`config.mk`:
```
export PLATFORM = sky130hd
export DESIGN_NAME = current_sense_offset_average_unit
export DESIGN_NICKNAME = d
export VERILOG_FILES = /design/src/rtl/csoa_pkg.sv /design/src/rtl/csoa_front.sv /design/src/rtl/csoa_queue.sv /design/src/rtl/csoa_back.sv /design/src/rtl/current_sense_offset_average_unit.sv
export SDC_FILE = /design/constraint.sdc
export NUM_CORES = 2
export LEC_CHECK = 0
export BUFFER_PORTS_ARGS = -buffer_cell sky130_fd_sc_hd__buf_2
export CAP_MARGIN = 20
export CORE_UTILIZATION = 35
export DETAILED_ROUTE_END_ITERATION = 7
export GPL_TIMING_DRIVEN = 0
export HOLD_SLACK_MARGIN = 0.06
export RECOVER_POWER = 25
export SLEW_MARGIN = 20
export SYNTH_ARGS = -nofsm -noshare
export SYNTH_HDL_FRONTEND = slang
export SYNTH_HIERARCHICAL = 1
export SYNTH_SLANG_ARGS = --single-unit
export TNS_END_PERCENT = 20
```
`constraint.sdc`:
```
create_clock -name clk -period 11 [get_ports clk]
set_input_delay 2.75 -clock clk [delete_from_list [all_inputs] [get_ports clk]]
set_output_delay 2.75 -clock clk [all_outputs]
set_load 0.02 [all_outputs]
```
`src/rtl/csoa_pkg.sv`:
```
`default_nettype none
// ----------------------------------------------------------------------------
// csoa_pkg: shared types and constants of the current sense offset average unit
// Field widths, register indexes, fixed thresholds and reset values.
// ----------------------------------------------------------------------------
package csoa_pkg;

  // Converter and datapath widths
  localparam int ADC_BITS   = 12;
  localparam int VGAIN_W    = 18;
  localparam int CGAIN_W    = 20;
  localparam int MV_W       = 13;
  localparam int CUR_W      = 18;
  localparam int CFG_DATA_W = 20;
  localparam int CFG_IDX_W  = 1;

  // Fixed thresholds and limits
  localparam int MV_MAX       = 8191;
  localparam int FLOOR_MV     = 500;
  localparam int OFFSET_RESET = 2800;
  localparam int CUR_MAX      = 131071;
  localparam int CUR_MIN      = -131072;

  // Configuration register indexes and reset values
  localparam logic [CFG_IDX_W-1:0] REG_VOLTAGE_GAIN = 1'b0;
  localparam logic [CFG_IDX_W-1:0] REG_CURRENT_GAIN = 1'b1;
  localparam logic [VGAIN_W-1:0]   VGAIN_RESET      = 18'd52813;
  localparam logic [CGAIN_W-1:0]   CGAIN_RESET      = 20'd354253;

  // Input transaction
  typedef struct packed {
    logic                kind;
    logic [ADC_BITS-1:0] adc_code;
  } in_t;

  // Result transaction
  typedef struct packed {
    logic signed [CUR_W-1:0] current_ma;
    logic                    below_floor;
    logic                    calibration_done;
  } out_t;

  // Classified sample passed from front to back
  typedef struct packed {
    logic            cal;
    logic            floor_hit;
    logic [MV_W-1:0] mv;
  } task_t;

endpackage
`default_nettype wire

```
`src/rtl/csoa_front.sv`:
```
`default_nettype none
// ----------------------------------------------------------------------------
// csoa_front: sample intake and classification
// Scales each ADC code to millivolts, saturates, tags calibration and floor.
// ----------------------------------------------------------------------------
module csoa_front import csoa_pkg::*; (
  input  wire logic               clk,
  input  wire logic               rst_n,
  input  wire logic [VGAIN_W-1:0] voltage_gain,
  input  wire logic               in_valid,
  output logic                    in_ready,
  input  wire in_t                in_data,
  output logic                    push_valid,
  input  wire logic               push_ready,
  output task_t                   push_data
);

  localparam int PROD_W = ADC_BITS + VGAIN_W;
  localparam int HI_W   = PROD_W - 16;

  logic              stage_valid_r;
  logic              stage_kind_r;
  logic [PROD_W-1:0] stage_prod_r;
  logic [HI_W-1:0]   hi;
  logic [MV_W-1:0]   mv;

  // Accept when the stage is empty or drains this cycle
  assign in_ready = !stage_valid_r || push_ready;

  // Hold the valid flag of the stage
  always_ff @(posedge clk) begin
    if (!rst_n) begin
      stage_valid_r <= 1'b0;
    end else if (in_ready) begin
      stage_valid_r <= in_valid;
    end
  end

  // Register the scaling product
  always_ff @(posedge clk) begin
    if (in_valid && in_ready) begin
      stage_kind_r <= in_data.kind;
      stage_prod_r <= PROD_W'(in_data.adc_code) * PROD_W'(voltage_gain);
    end
  end

  // Shift, saturate and classify
  always_comb begin
    hi = stage_prod_r[PROD_W-1:16];
    if (hi > HI_W'(MV_MAX)) begin
      mv = MV_W'(MV_MAX);
    end else begin
      mv = hi[MV_W-1:0];
    end
    push_data.cal       = stage_kind_r;
    push_data.floor_hit = !stage_kind_r && (mv < MV_W'(FLOOR_MV));
    push_data.mv        = mv;
  end

  assign push_valid = stage_valid_r;

endmodule
`default_nettype wire

```
`src/rtl/csoa_queue.sv`:
```
`default_nettype none
// ----------------------------------------------------------------------------
// csoa_queue: two-entry queue of classified samples
// Decouples intake from the arithmetic sequencer.
// ----------------------------------------------------------------------------
module csoa_queue import csoa_pkg::*; (
  input  wire logic  clk,
  input  wire logic  rst_n,
  input  wire logic  push_valid,
  output logic       push_ready,
  input  wire task_t push_data,
  output logic       pop_valid,
  input  wire logic  pop_ready,
  output task_t      pop_data
);

  task_t      entry_r [2];
  logic       wr_ptr_r;
  logic       rd_ptr_r;
  logic [1:0] count_r;
  logic       do_push;
  logic       do_pop;

  assign push_ready = (count_r != 2'd2);
  assign pop_valid  = (count_r != 2'd0);
  assign pop_data   = entry_r[rd_ptr_r];
  assign do_push    = push_valid && push_ready;
  assign do_pop     = pop_valid && pop_ready;

  // Advance pointers and occupancy
  always_ff @(posedge clk) begin
    if (!rst_n) begin
      wr_ptr_r <= 1'b0;
      rd_ptr_r <= 1'b0;
      count_r  <= 2'd0;
    end else begin
      if (do_push) begin
        wr_ptr_r <= !wr_ptr_r;
      end
      if (do_pop) begin
        rd_ptr_r <= !rd_ptr_r;
      end
      if (do_push && !do_pop) begin
        count_r <= count_r + 2'd1;
      end else if (do_pop && !do_push) begin
        count_r <= count_r - 2'd1;
      end
    end
  end

  // Store an entry
  always_ff @(posedge clk) begin
    if (do_push) begin
      entry_r[wr_ptr_r] <= push_data;
    end
  end

endmodule
`default_nettype wire

```
`src/rtl/csoa_back.sv`:
```
`default_nettype none
// ----------------------------------------------------------------------------
// csoa_back: offset, current scaling, moving average and calibration
// Sequencer that carries out one classified sample over several steps.
// ----------------------------------------------------------------------------
module csoa_back import csoa_pkg::*; #(
  parameter int WINDOW_LEN  = 10,
  parameter int CAL_SAMPLES = 50
) (
  input  wire logic               clk,
  input  wire logic               rst_n,
  input  wire logic [CGAIN_W-1:0] current_gain,
  input  wire logic               pop_valid,
  output logic                    pop_ready,
  input  wire task_t              pop_data,
  output logic                    out_valid,
  input  wire logic               out_ready,
  output out_t                    out_data
);

  localparam int POS_W   = $clog2(WINDOW_LEN);
  localparam int TOT_W   = CUR_W + $clog2(WINDOW_LEN);
  localparam int WIN_K   = TOT_W + $clog2(WINDOW_LEN);
  localparam int CNT_W   = $clog2(CAL_SAMPLES + 1);
  localparam int CT_W    = MV_W + CNT_W;
  localparam int CAL_K   = CT_W + $clog2(CAL_SAMPLES);
  localparam int DIFF_W  = MV_W + 1;
  localparam int CPROD_W = DIFF_W + CGAIN_W + 1;
  localparam int WPROD_W = 2 * TOT_W + 1;
  localparam int CALP_W  = 2 * CT_W + 1;

  // Reciprocals rounded up: exact quotient for every dividend of the width
  localparam logic [TOT_W:0] WIN_M =
    (TOT_W + 1)'(((64'd1 << WIN_K) + WINDOW_LEN - 1) / WINDOW_LEN);
  localparam logic [CT_W:0] CAL_M =
    (CT_W + 1)'(((64'd1 << CAL_K) + CAL_SAMPLES - 1) / CAL_SAMPLES);

  typedef enum logic [8:0] {
    ST_IDLE  = 9'b000000001,
    ST_MUL   = 9'b000000010,
    ST_ACC   = 9'b000000100,
    ST_DIV   = 9'b000001000,
    ST_AVG   = 9'b000010000,
    ST_CAL   = 9'b000100000,
    ST_CDIV  = 9'b001000000,
    ST_CLOAD = 9'b010000000,
    ST_OUT   = 9'b100000000
  } state_t;

  // Control and filter state
  state_t                    state_r, state_nxt;
  logic [WINDOW_LEN-1:0]     valid_r, valid_nxt;
  logic [POS_W-1:0]          pos_r, pos_nxt;
  logic signed [TOT_W-1:0]   total_r, total_nxt;
  logic signed [CUR_W-1:0]   last_avg_r, last_avg_nxt;
  logic [MV_W-1:0]           offset_r, offset_nxt;
  logic [CT_W-1:0]           ctotal_r, ctotal_nxt;
  logic [CNT_W-1:0]          ccount_r, ccount_nxt;
  logic                      out_valid_r, out_valid_nxt;

  // Payload registers
  task_t                     task_r, task_nxt;
  logic signed [CPROD_W-1:0] cprod_r, cprod_nxt;
  logic [WPROD_W-1:0]        wprod_r, wprod_nxt;
  logic                      neg_r, neg_nxt;
  logic [CALP_W-1:0]         calp_r, calp_nxt;
  out_t                      res_r, res_nxt;
  out_t                      out_data_r, out_data_nxt;

  // Window memory
  logic signed [CUR_W-1:0]   win_mem [WINDOW_LEN];
  logic signed [CUR_W-1:0]   rd_r;

  // Datapath terms
  logic signed [DIFF_W-1:0]  diff;
  logic signed [CPROD_W-1:0] inst_wide;
  logic signed [CUR_W-1:0]   inst;
  logic signed [CUR_W-1:0]   old_val;
  logic [TOT_W-1:0]          mag;
  logic [CUR_W-1:0]          qwin;
  logic signed [CUR_W-1:0]   avg;
  logic [CT_W-1:0]           csum;
  logic                      cal_last;

  assign pop_ready = (state_r == ST_IDLE);
  assign out_valid = out_valid_r;
  assign out_data  = out_data_r;

  // Shared arithmetic terms
  always_comb begin
    diff      = $signed({1'b0, task_r.mv}) - $signed({1'b0, offset_r});
    inst_wide = cprod_r >>> 16;
    if (inst_wide > $signed(CPROD_W'(CUR_MAX))) begin
      inst = CUR_W'(CUR_MAX);
    end else if (inst_wide < $signed(CPROD_W'(CUR_MIN))) begin
      inst = CUR_W'(CUR_MIN);
    end else begin
      inst = inst_wide[CUR_W-1:0];
    end
    old_val  = valid_r[pos_r] ? rd_r : '0;
    mag      = total_r[TOT_W-1] ? unsigned'(-total_r) : unsigned'(total_r);
    qwin     = wprod_r[WIN_K +: CUR_W];
    avg      = neg_r ? -$signed(qwin) : $signed(qwin);
    csum     = ctotal_r + CT_W'(task_r.mv);
    cal_last = (ccount_r == CNT_W'(CAL_SAMPLES - 1));
  end

  // Sequence one sample
  always_comb begin
    state_nxt     = state_r;
    valid_nxt     = valid_r;
    pos_nxt       = pos_r;
    total_nxt     = total_r;
    last_avg_nxt  = last_avg_r;
    offset_nxt    = offset_r;
    ctotal_nxt    = ctotal_r;
    ccount_nxt    = ccount_r;
    out_valid_nxt = out_valid_r;
    task_nxt      = task_r;
    cprod_nxt     = cprod_r;
    wprod_nxt     = wprod_r;
    neg_nxt       = neg_r;
    calp_nxt      = calp_r;
    res_nxt       = res_r;
    out_data_nxt  = out_data_r;

    // Drop the result once taken
    if (out_valid_r && out_ready) begin
      out_valid_nxt = 1'b0;
    end

    case (state_r)
      ST_IDLE: begin
        if (pop_valid) begin
          task_nxt = pop_data;
          if (pop_data.cal) begin
            state_nxt = ST_CAL;
          end else if (pop_data.floor_hit) begin
            res_nxt.current_ma       = '0;
            res_nxt.below_floor      = 1'b1;
            res_nxt.calibration_done = 1'b0;
            state_nxt                = ST_OUT;
          end else begin
            state_nxt = ST_MUL;
          end
        end
      end
      ST_MUL: begin
        cprod_nxt = diff * $signed({1'b0, current_gain});
        state_nxt = ST_ACC;
      end
      ST_ACC: begin
        valid_nxt[pos_r] = 1'b1;
        total_nxt        = total_r - TOT_W'(old_val) + TOT_W'(inst);
        if (pos_r == POS_W'(WINDOW_LEN - 1)) begin
          pos_nxt = '0;
        end else begin
          pos_nxt = pos_r + POS_W'(1);
        end
        state_nxt = ST_DIV;
      end
      ST_DIV: begin
        neg_nxt   = total_r[TOT_W-1];
        wprod_nxt = mag * WIN_M;
        state_nxt = ST_AVG;
      end
      ST_AVG: begin
        last_avg_nxt             = avg;
        res_nxt.current_ma       = avg;
        res_nxt.below_floor      = 1'b0;
        res_nxt.calibration_done = 1'b0;
        state_nxt                = ST_OUT;
      end
      ST_CAL: begin
        ctotal_nxt = csum;
        if (cal_last) begin
          state_nxt = ST_CDIV;
        end else begin
          ccount_nxt               = ccount_r + CNT_W'(1);
          res_nxt.current_ma       = last_avg_r;
          res_nxt.below_floor      = 1'b0;
          res_nxt.calibration_done = 1'b0;
          state_nxt                = ST_OUT;
        end
      end
      ST_CDIV: begin
        calp_nxt  = ctotal_r * CAL_M;
        state_nxt = ST_CLOAD;
      end
      ST_CLOAD: begin
        offset_nxt               = calp_r[CAL_K +: MV_W];
        ctotal_nxt               = '0;
        ccount_nxt               = '0;
        res_nxt.current_ma       = last_avg_r;
        res_nxt.below_floor      = 1'b0;
        res_nxt.calibration_done = 1'b1;
        state_nxt                = ST_OUT;
      end
      ST_OUT: begin
        if (!out_valid_r || out_ready) begin
          out_valid_nxt = 1'b1;
          out_data_nxt  = res_r;
          state_nxt     = ST_IDLE;
        end
      end
      default: begin
        state_nxt = ST_IDLE;
      end
    endcase
  end

  // Control and filter state
  always_ff @(posedge clk) begin
    if (!rst_n) begin
      state_r     <= ST_IDLE;
      valid_r     <= '0;
      pos_r       <= '0;
      total_r     <= '0;
      last_avg_r  <= '0;
      offset_r    <= MV_W'(OFFSET_RESET);
      ctotal_r    <= '0;
      ccount_r    <= '0;
      out_valid_r <= 1'b0;
    end else begin
      state_r     <= state_nxt;
      valid_r     <= valid_nxt;
      pos_r       <= pos_nxt;
      total_r     <= total_nxt;
      last_avg_r  <= last_avg_nxt;
      offset_r    <= offset_nxt;
      ctotal_r    <= ctotal_nxt;
      ccount_r    <= ccount_nxt;
      out_valid_r <= out_valid_nxt;
    end
  end

  // Payload registers
  always_ff @(posedge clk) begin
    task_r     <= task_nxt;
    cprod_r    <= cprod_nxt;
    wprod_r    <= wprod_nxt;
    neg_r      <= neg_nxt;
    calp_r     <= calp_nxt;
    res_r      <= res_nxt;
    out_data_r <= out_data_nxt;
  end

  // Window memory: read the outgoing entry, then overwrite it
  always_ff @(posedge clk) begin
    if (state_r == ST_MUL) begin
      rd_r <= win_mem[pos_r];
    end
    if (state_r == ST_ACC) begin
      win_mem[pos_r] <= inst;
    end
  end

endmodule
`default_nettype wire

```
`src/rtl/current_sense_offset_average_unit.sv`:
```
`default_nettype none
// The back steps a measure sample through current multiply, window update,
// mean multiply, mean and output load, and takes the next sample only after
// that load. Below-floor samples go straight to output load; calibration
// samples pass the calibration step, plus offset multiply and load at run end.
// Reset (synchronous, rst_n low) clears the window, sums and queue, loads the
// default gains and an offset of 2800 mV.
// ----------------------------------------------------------------------------
// current_sense_offset_average_unit: Hall current sensor offset and averaging
// Front scales ADC codes, a queue decouples it from the averaging back end.
// ----------------------------------------------------------------------------
module current_sense_offset_average_unit import csoa_pkg::*; #(
  parameter int WINDOW_LEN  = 10,
  parameter int CAL_SAMPLES = 50
) (
  input  wire logic                  clk,
  input  wire logic                  rst_n,
  input  wire logic                  cfg_we,
  input  wire logic [CFG_IDX_W-1:0]  cfg_index,
  input  wire logic [CFG_DATA_W-1:0] cfg_wdata,
  input  wire logic                  in_valid,
  output logic                       in_ready,
  input  wire in_t                   in_data,
  output logic                       out_valid,
  input  wire logic                  out_ready,
  output out_t                       out_data
);

  logic [VGAIN_W-1:0] vgain_r;
  logic [CGAIN_W-1:0] cgain_r;

  logic  push_valid;
  logic  push_ready;
  task_t push_data;
  logic  pop_valid;
  logic  pop_ready;
  task_t pop_data;

  // Configuration registers
  always_ff @(posedge clk) begin
    if (!rst_n) begin
      vgain_r <= VGAIN_RESET;
      cgain_r <= CGAIN_RESET;
    end else if (cfg_we) begin
      case (cfg_index)
        REG_VOLTAGE_GAIN: vgain_r <= cfg_wdata[VGAIN_W-1:0];
        REG_CURRENT_GAIN: cgain_r <= cfg_wdata[CGAIN_W-1:0];
        default: begin
        end
      endcase
    end
  end

  csoa_front u_front (
    .clk          (clk),
    .rst_n        (rst_n),
    .voltage_gain (vgain_r),
    .in_valid     (in_valid),
    .in_ready     (in_ready),
    .in_data      (in_data),
    .push_valid   (push_valid),
    .push_ready   (push_ready),
    .push_data    (push_data)
  );

  csoa_queue u_queue (
    .clk        (clk),
    .rst_n      (rst_n),
    .push_valid (push_valid),
    .push_ready (push_ready),
    .push_data  (push_data),
    .pop_valid  (pop_valid),
    .pop_ready  (pop_ready),
    .pop_data   (pop_data)
  );

  csoa_back #(
    .WINDOW_LEN  (WINDOW_LEN),
    .CAL_SAMPLES (CAL_SAMPLES)
  ) u_back (
    .clk          (clk),
    .rst_n        (rst_n),
    .current_gain (cgain_r),
    .pop_valid    (pop_valid),
    .pop_ready    (pop_ready),
    .pop_data     (pop_data),
    .out_valid    (out_valid),
    .out_ready    (out_ready),
    .out_data     (out_data)
  );

endmodule
`default_nettype wire

```
=== Word-level counts from Yosys, hierarchy flattened ===
Memories as Yosys holds them, arrays and structs flattened. A register that Yosys moved wholly into a read port is not among the register bits.
Cells that the tools add are included.

* Register bits: 347
* RAM bits: 210
* Input bits: 39
* Logic and storage cells: 134
* Memories: 2

* Add/sub/neg operators: 10
* Multiply operators: 4
* Order comparisons: 6
* Equality and inequality tests: 17
* Mux-type cells: 36
* Bitwise operators: 2
* Reductions and logical operators: 29

{| class="wikitable"
|+ Memories
! memory !! depth !! width !! rd ports !! clocked after Yosys merged registers in !! write ports !! line !! text
|-
| u_back.win_mem || 10 || 18 || 1 || 1 || 1 || csoa_back.sv:71 || <nowiki>logic signed [CUR_W-1:0] win_mem [WINDOW_LEN];</nowiki>
|-
| u_queue.entry_r || 2 || 15 || 1 || 1 || 1 || csoa_queue.sv:17 || <nowiki>task_t entry_r [2];</nowiki>
|}

{| class="wikitable"
|+ Operators with widths
! operator !! count
|-
| $mux W20 || 4
|-
| $pmux W20 S4 || 1
|-
| $mux W18 || 4
|-
| $pmux W9 S8 || 1
|-
| $mux W9 || 5
|-
| $mul A22 B23 Y44 const B || 1
|-
| $mul A19 B20 Y38 const B || 1
|-
| $pmux W19 S2 || 1
|-
| $mul A14 B21 Y35 || 1
|-
| $mul A12 B18 Y30 || 1
|-
| $add A22 B18 Y22 || 1
|-
| $mux W22 || 1
|-
| $neg A22 Y22 || 1
|-
| $sub A22 B18 Y22 || 1
|-
| $add A19 B13 Y19 || 1
|-
| $gt A19 B18 Y1 const B || 1
|-
| $lt A19 B18 Y1 const B || 1
|-
| $neg A18 Y18 || 1
|-
| $gt A14 B13 Y1 const B || 1
|-
| $sub A13 B13 Y14 || 1
|-
| $lt A13 B9 Y1 const B || 1
|-
| $mux W13 || 1
|-
| $pmux W6 S2 || 1
|-
| $reduce_and A2 Y1 || 6
|-
| other kinds (34) || 65
|}

=== Depth between registers and ports, before layout ===
* Depth in word-level cells: 6
* Gate-level depth with buffers: 37
* Depth with buffers taken out: 36

=== Cells and area by module ===
The synthesis kept the hierarchy.

{| class="wikitable"
|+ By module, submodules not included
! module !! times used !! cells each !! area each (um^2)
|-
| csoa_back || 1 || 3682 || 39666.8
|-
| csoa_front || 1 || 805 || 7151.9
|-
| current_sense_offset_average_unit || 1 || 165 || 1527.7
|-
| csoa_queue || 1 || 71 || 1322.5
|}

=== Worst setup path after synthesis ===
No wires, ideal clock.

* Path type: reg2reg
* Start: register u_back/task_r[0] (netlist bit)
* End: register u_back.cprod_r[34] (data pin)
* Setup time: 0.260 ns
* Arrival time: 8.013 ns
* Data required time: 10.740 ns
* Slack: 2.728 ns
* Cell stages (with the launch flop): 35
* Clock period less this slack: 8.272 ns
* Cells stage by stage: edfxtp_1 > inv_1 > ha_1 > inv_1 > fa_1 > a21o_1 > a21oi_1 > o21ai_0 > a21oi_1 > o21bai_1 > a21oi_1 > o21ai_1 > o41ai_1 > xnor2_1 > clkbuf_1 > and2_1 > fa_1 > fa_1 > fa_1 > fa_1 > fa_1 > inv_1 > fa_1 > inv_1 > ha_1 > a21o_1 > a21o_1 > a221o_1 > o221ai_1 > a21oi_1 > a41oi_1 > a21oi_1 > a21o_1 > a21oi_1 > xnor2_1

* Longest elaborated chain between the ends: 2

{| class="wikitable"
|+ Ends and longest elaborated chain
! what !! line !! text
|-
| start: declaration || csoa_back.sv:62 || <nowiki>task_t task_r, task_nxt;</nowiki>
|-
| start signal: assignment || csoa_back.sv:239 || <nowiki>task_r <= task_nxt;</nowiki>
|-
| $sub A13 B13 Y14 || csoa_back.sv:91 || <nowiki>diff = $signed({1'b0, task_r.mv}) - $signed({1'b0, offset_r});</nowiki>
|-
| $mul A14 B21 Y35 || csoa_back.sv:149 || <nowiki>cprod_nxt = diff * $signed({1'b0, current_gain});</nowiki>
|-
| end signal: assignment || csoa_back.sv:240 || <nowiki>cprod_r <= cprod_nxt;</nowiki>
|-
| end: declaration || csoa_back.sv:63 || <nowiki>logic signed [CPROD_W-1:0] cprod_r, cprod_nxt;</nowiki>
|}

Every way passes these cells.
A chain may end at the register's enable or synchronous reset.

=== Worst setup path in the final report ===
Same ends and word-level chain as after synthesis.

==> flow_metrics.env <==
export IMPL_finClkSkew_ns=0.0343
export IMPL_setup_viol=0
export IMPL_startpoint="u_back/task_r[0]$_DFFE_PP_"
export IMPL_path_common_cell="fa_1"
export IMPL_final_cell_mix="inv_1 (972), fa_1 (663), ha_1 (570)"
export IMPL_ios=61
export IMPL_die_h_um=379
export IMPL_initial_core_util_pct=35.4
export IMPL_required_ns=11.36
export IMPL_crit_slowest_cell="fa_1"
export IMPL_synthDistinctLibCells=91
export IMPL_grt_setup_unrepaired="no"
export IMPL_final_common_cell="inv_1"
export IMPL_grt_pass1_vias=34200
export IMPL_synth_area_per_cell_um2=10.5
export IMPL_r2r_start="u_back/task_r[0]$_DFFE_PP_"
export IMPL_synth_warnings=6
export IMPL_fin_crit_sh_pct=85.4
export IMPL_worstSetupStartpointType="flop"
export IMPL_cts_tree="done"
export IMPL_htreeDepth=2
export IMPL_slew_violations=5
export IMPL_final_area_um2=54300
export IMPL_gp_congestion=0.874
export IMPL_cts_buffer_depth=3
export IMPL_clock_fmax_mhz=106
export IMPL_ys_seq_area_share_pct=26.9
export IMPL_area_delta_synth_final_pct=9.30
export IMPL_core_um2=140000
export IMPL_hold_slack_ns=0.417
export IMPL_drive_above_1_share_pct=5.70
export IMPL_violations="capacitance limit, slew limit"
export IMPL_grt_first_pass_wirelength_mm=185
export IMPL_dp_hpwl_mm=92.1
export IMPL_overflow=0
export IMPL_placed_area_um2=52500
export IMPL_synth_seq_cells=493
export IMPL_maxCapViolCount=1
export IMPL_outcome="complete, but fails checks"
export IMPL_rows=137
export IMPL_grt_antenna_before_repair=0
export IMPL_critPathArrivalTime_ns=9.76
export IMPL_die_area_um2=143000
export IMPL_slew_headroom_pct=-3.95
export IMPL_cts_setup_buffers=0
export IMPL_cts_root_buf="clkbuf_16"
export IMPL_synth_main_ff_cell="edfxtp_1"
export IMPL_grt_max_degree=34
export IMPL_wirelength_mm=113
export IMPL_drt_first_pass_iters=5
export IMPL_nets=6118
export IMPL_cts_repair_resized=0
export IMPL_crit_fanout=10
export IMPL_numPortBuffers=53
export IMPL_ff2ff_setup_slack_ns=1.61
export IMPL_vias=32400
export IMPL_ys_async_sr_fraction_pct=0
export IMPL_hold_viol=0
export IMPL_cts_sinks=493
export IMPL_synthCells=4723
export IMPL_min_period_ns=9.39
export IMPL_synth_nets=5995
export IMPL_clock_latency_ns=0.64
export IMPL_synth_edf_count=347
export IMPL_cts_made_buffers=54
export IMPL_cp_end_kind="flop"
export IMPL_drc=0
export IMPL_ant_nets=0
export IMPL_hold_buffers=0
export IMPL_finalSetupTns_ns=0
export IMPL_drt_iter0_drc=1858
export IMPL_critPathMaxStageDelay_ns=0.55
export IMPL_dieWidth_um=379
export IMPL_antenna_cells=0
export IMPL_worstMarginPinSlew_ns=1.54
export IMPL_critPathKind="flop to flop"
export IMPL_avgRoutedWirePerCell_um=16.7
export IMPL_hold_start="u_back/res_r[6]$_DFFE_PP_"
export IMPL_hold_class="flop to flop"
export IMPL_grt_util_all_layers_pct=16.4
export IMPL_syn_area_um2=49700
export IMPL_vias_per_cell=4.78
export IMPL_clk_pin_slew_worst_paths_ns=0.06
path summary, 6_finish.rpt:
kind / cells after the start / end
max: 34 / u_back/cprod_r[34]$_DFFE_PP_
min: 0 / u_back/out_data[6]$_DFFE_PP_
max reg2reg: 34 / u_back/cprod_r[34]$_DFFE_PP_
min reg2reg: 0 / u_back/out_data[6]$_DFFE_PP_
synth_stat cells, types with 38 or more instances:
cell type	instances	area share, %
fa_1	663	27
inv_1	972	7.3
mux4_2	38	1.7
and2_1	200	2.5
a21o_1	47	0.71
edfxtp_1	347	21
o21ai_0	88	0.89
nand2_1	468	3.5
nor2_1	129	0.97
xnor2_1	92	1.6
o211ai_1	38	0.57
dfxtp_1	146	5.9
nor2b_1	81	1.0
mux2i_1	39	0.79
ha_1	570	14
a21oi_1	134	1.4
nand3_1	41	0.41
clkbuf_1	136	1.0
xor2_1	52	0.92
worst max-delay path, delay by kind of cell (launching register included):
family / cells / cell delay, ns
flops: 1 / 0.40
compound gates: 17 / 3.57
fa+ha+maj: 9 / 4.00
buf+inv: 5 / 0.64
xor+xnor: 2 / 0.28
simple gates: 1 / 0.22
flip-flops by register name, summed over array words and instances (netlist names), 9 cells and up, named ones only:
| name | cells |
|---|---|
| cgain_r | 20 |
| u_back/calp_r | 13 |
| u_back/cprod_r | 19 |
| u_back/ctotal_r | 19 |
| u_back/last_avg_r | 18 |
| u_back/offset_r | 13 |
| u_back/out_data | 20 |
| u_back/rd_r | 18 |
| u_back/res_r | 20 |
| u_back/state_r | 9 |
| u_back/task_r | 13 |
| u_back/total_r | 22 |
| u_back/valid_r | 10 |
| u_back/win_mem | 180 |
| u_back/wprod_r | 18 |
| u_front/stage_prod_r | 14 |
| u_queue/entry_r | 30 |
| vgain_r | 18 |
logic make-up (layout without fill, tap and decap cells):
kind of cell	Yosys count	in the layout	share of synthesized area, %
mux	92	92	2.85
flops	493	493	26.9
buf+inv	1132	1300	8.67
xor+xnor	144	144	2.54
simple gates	1128	1128	11.3
compound gates	500	500	6.73
fa+ha+maj	1234	1234	41.1
metal layers:
metal / vias up / GRT usage (%) / part of all wire, %
met2: 665 / 26.8 / 46
met4: 0 / 3.90 / 2.3
li1: 15400 / - / -
met3: 145 / 2.35 / 4.7
met1: 16100 / 22.7 / 47
met5: - / 0 / 0
cell type report:
type	instances	area [µm²]
fill	13900	85900
multi-input combinational	3098	32100
sequential	493	13300
inverter	972	3650
tap	1876	2350
clock buffer	65	1490
buffer	160	654
timing repair buffer	67	402
clock inverter	36	312
stage by stage:
step                      worst slack (ns)  std cells  utilization (%)
after CTS                             1.59       6767             38.7
final                                 1.61       6767             38.7
after detailed placement              1.64       6666             37.5
after global routing                  1.02       6767             38.7
after floorplan                       2.73       4723                -
after global placement                1.72       6652             37.3
Power is left out: the tool's default activity adds up to more than one toggle a clock period on the data nets, which glitch-free logic cannot reach.
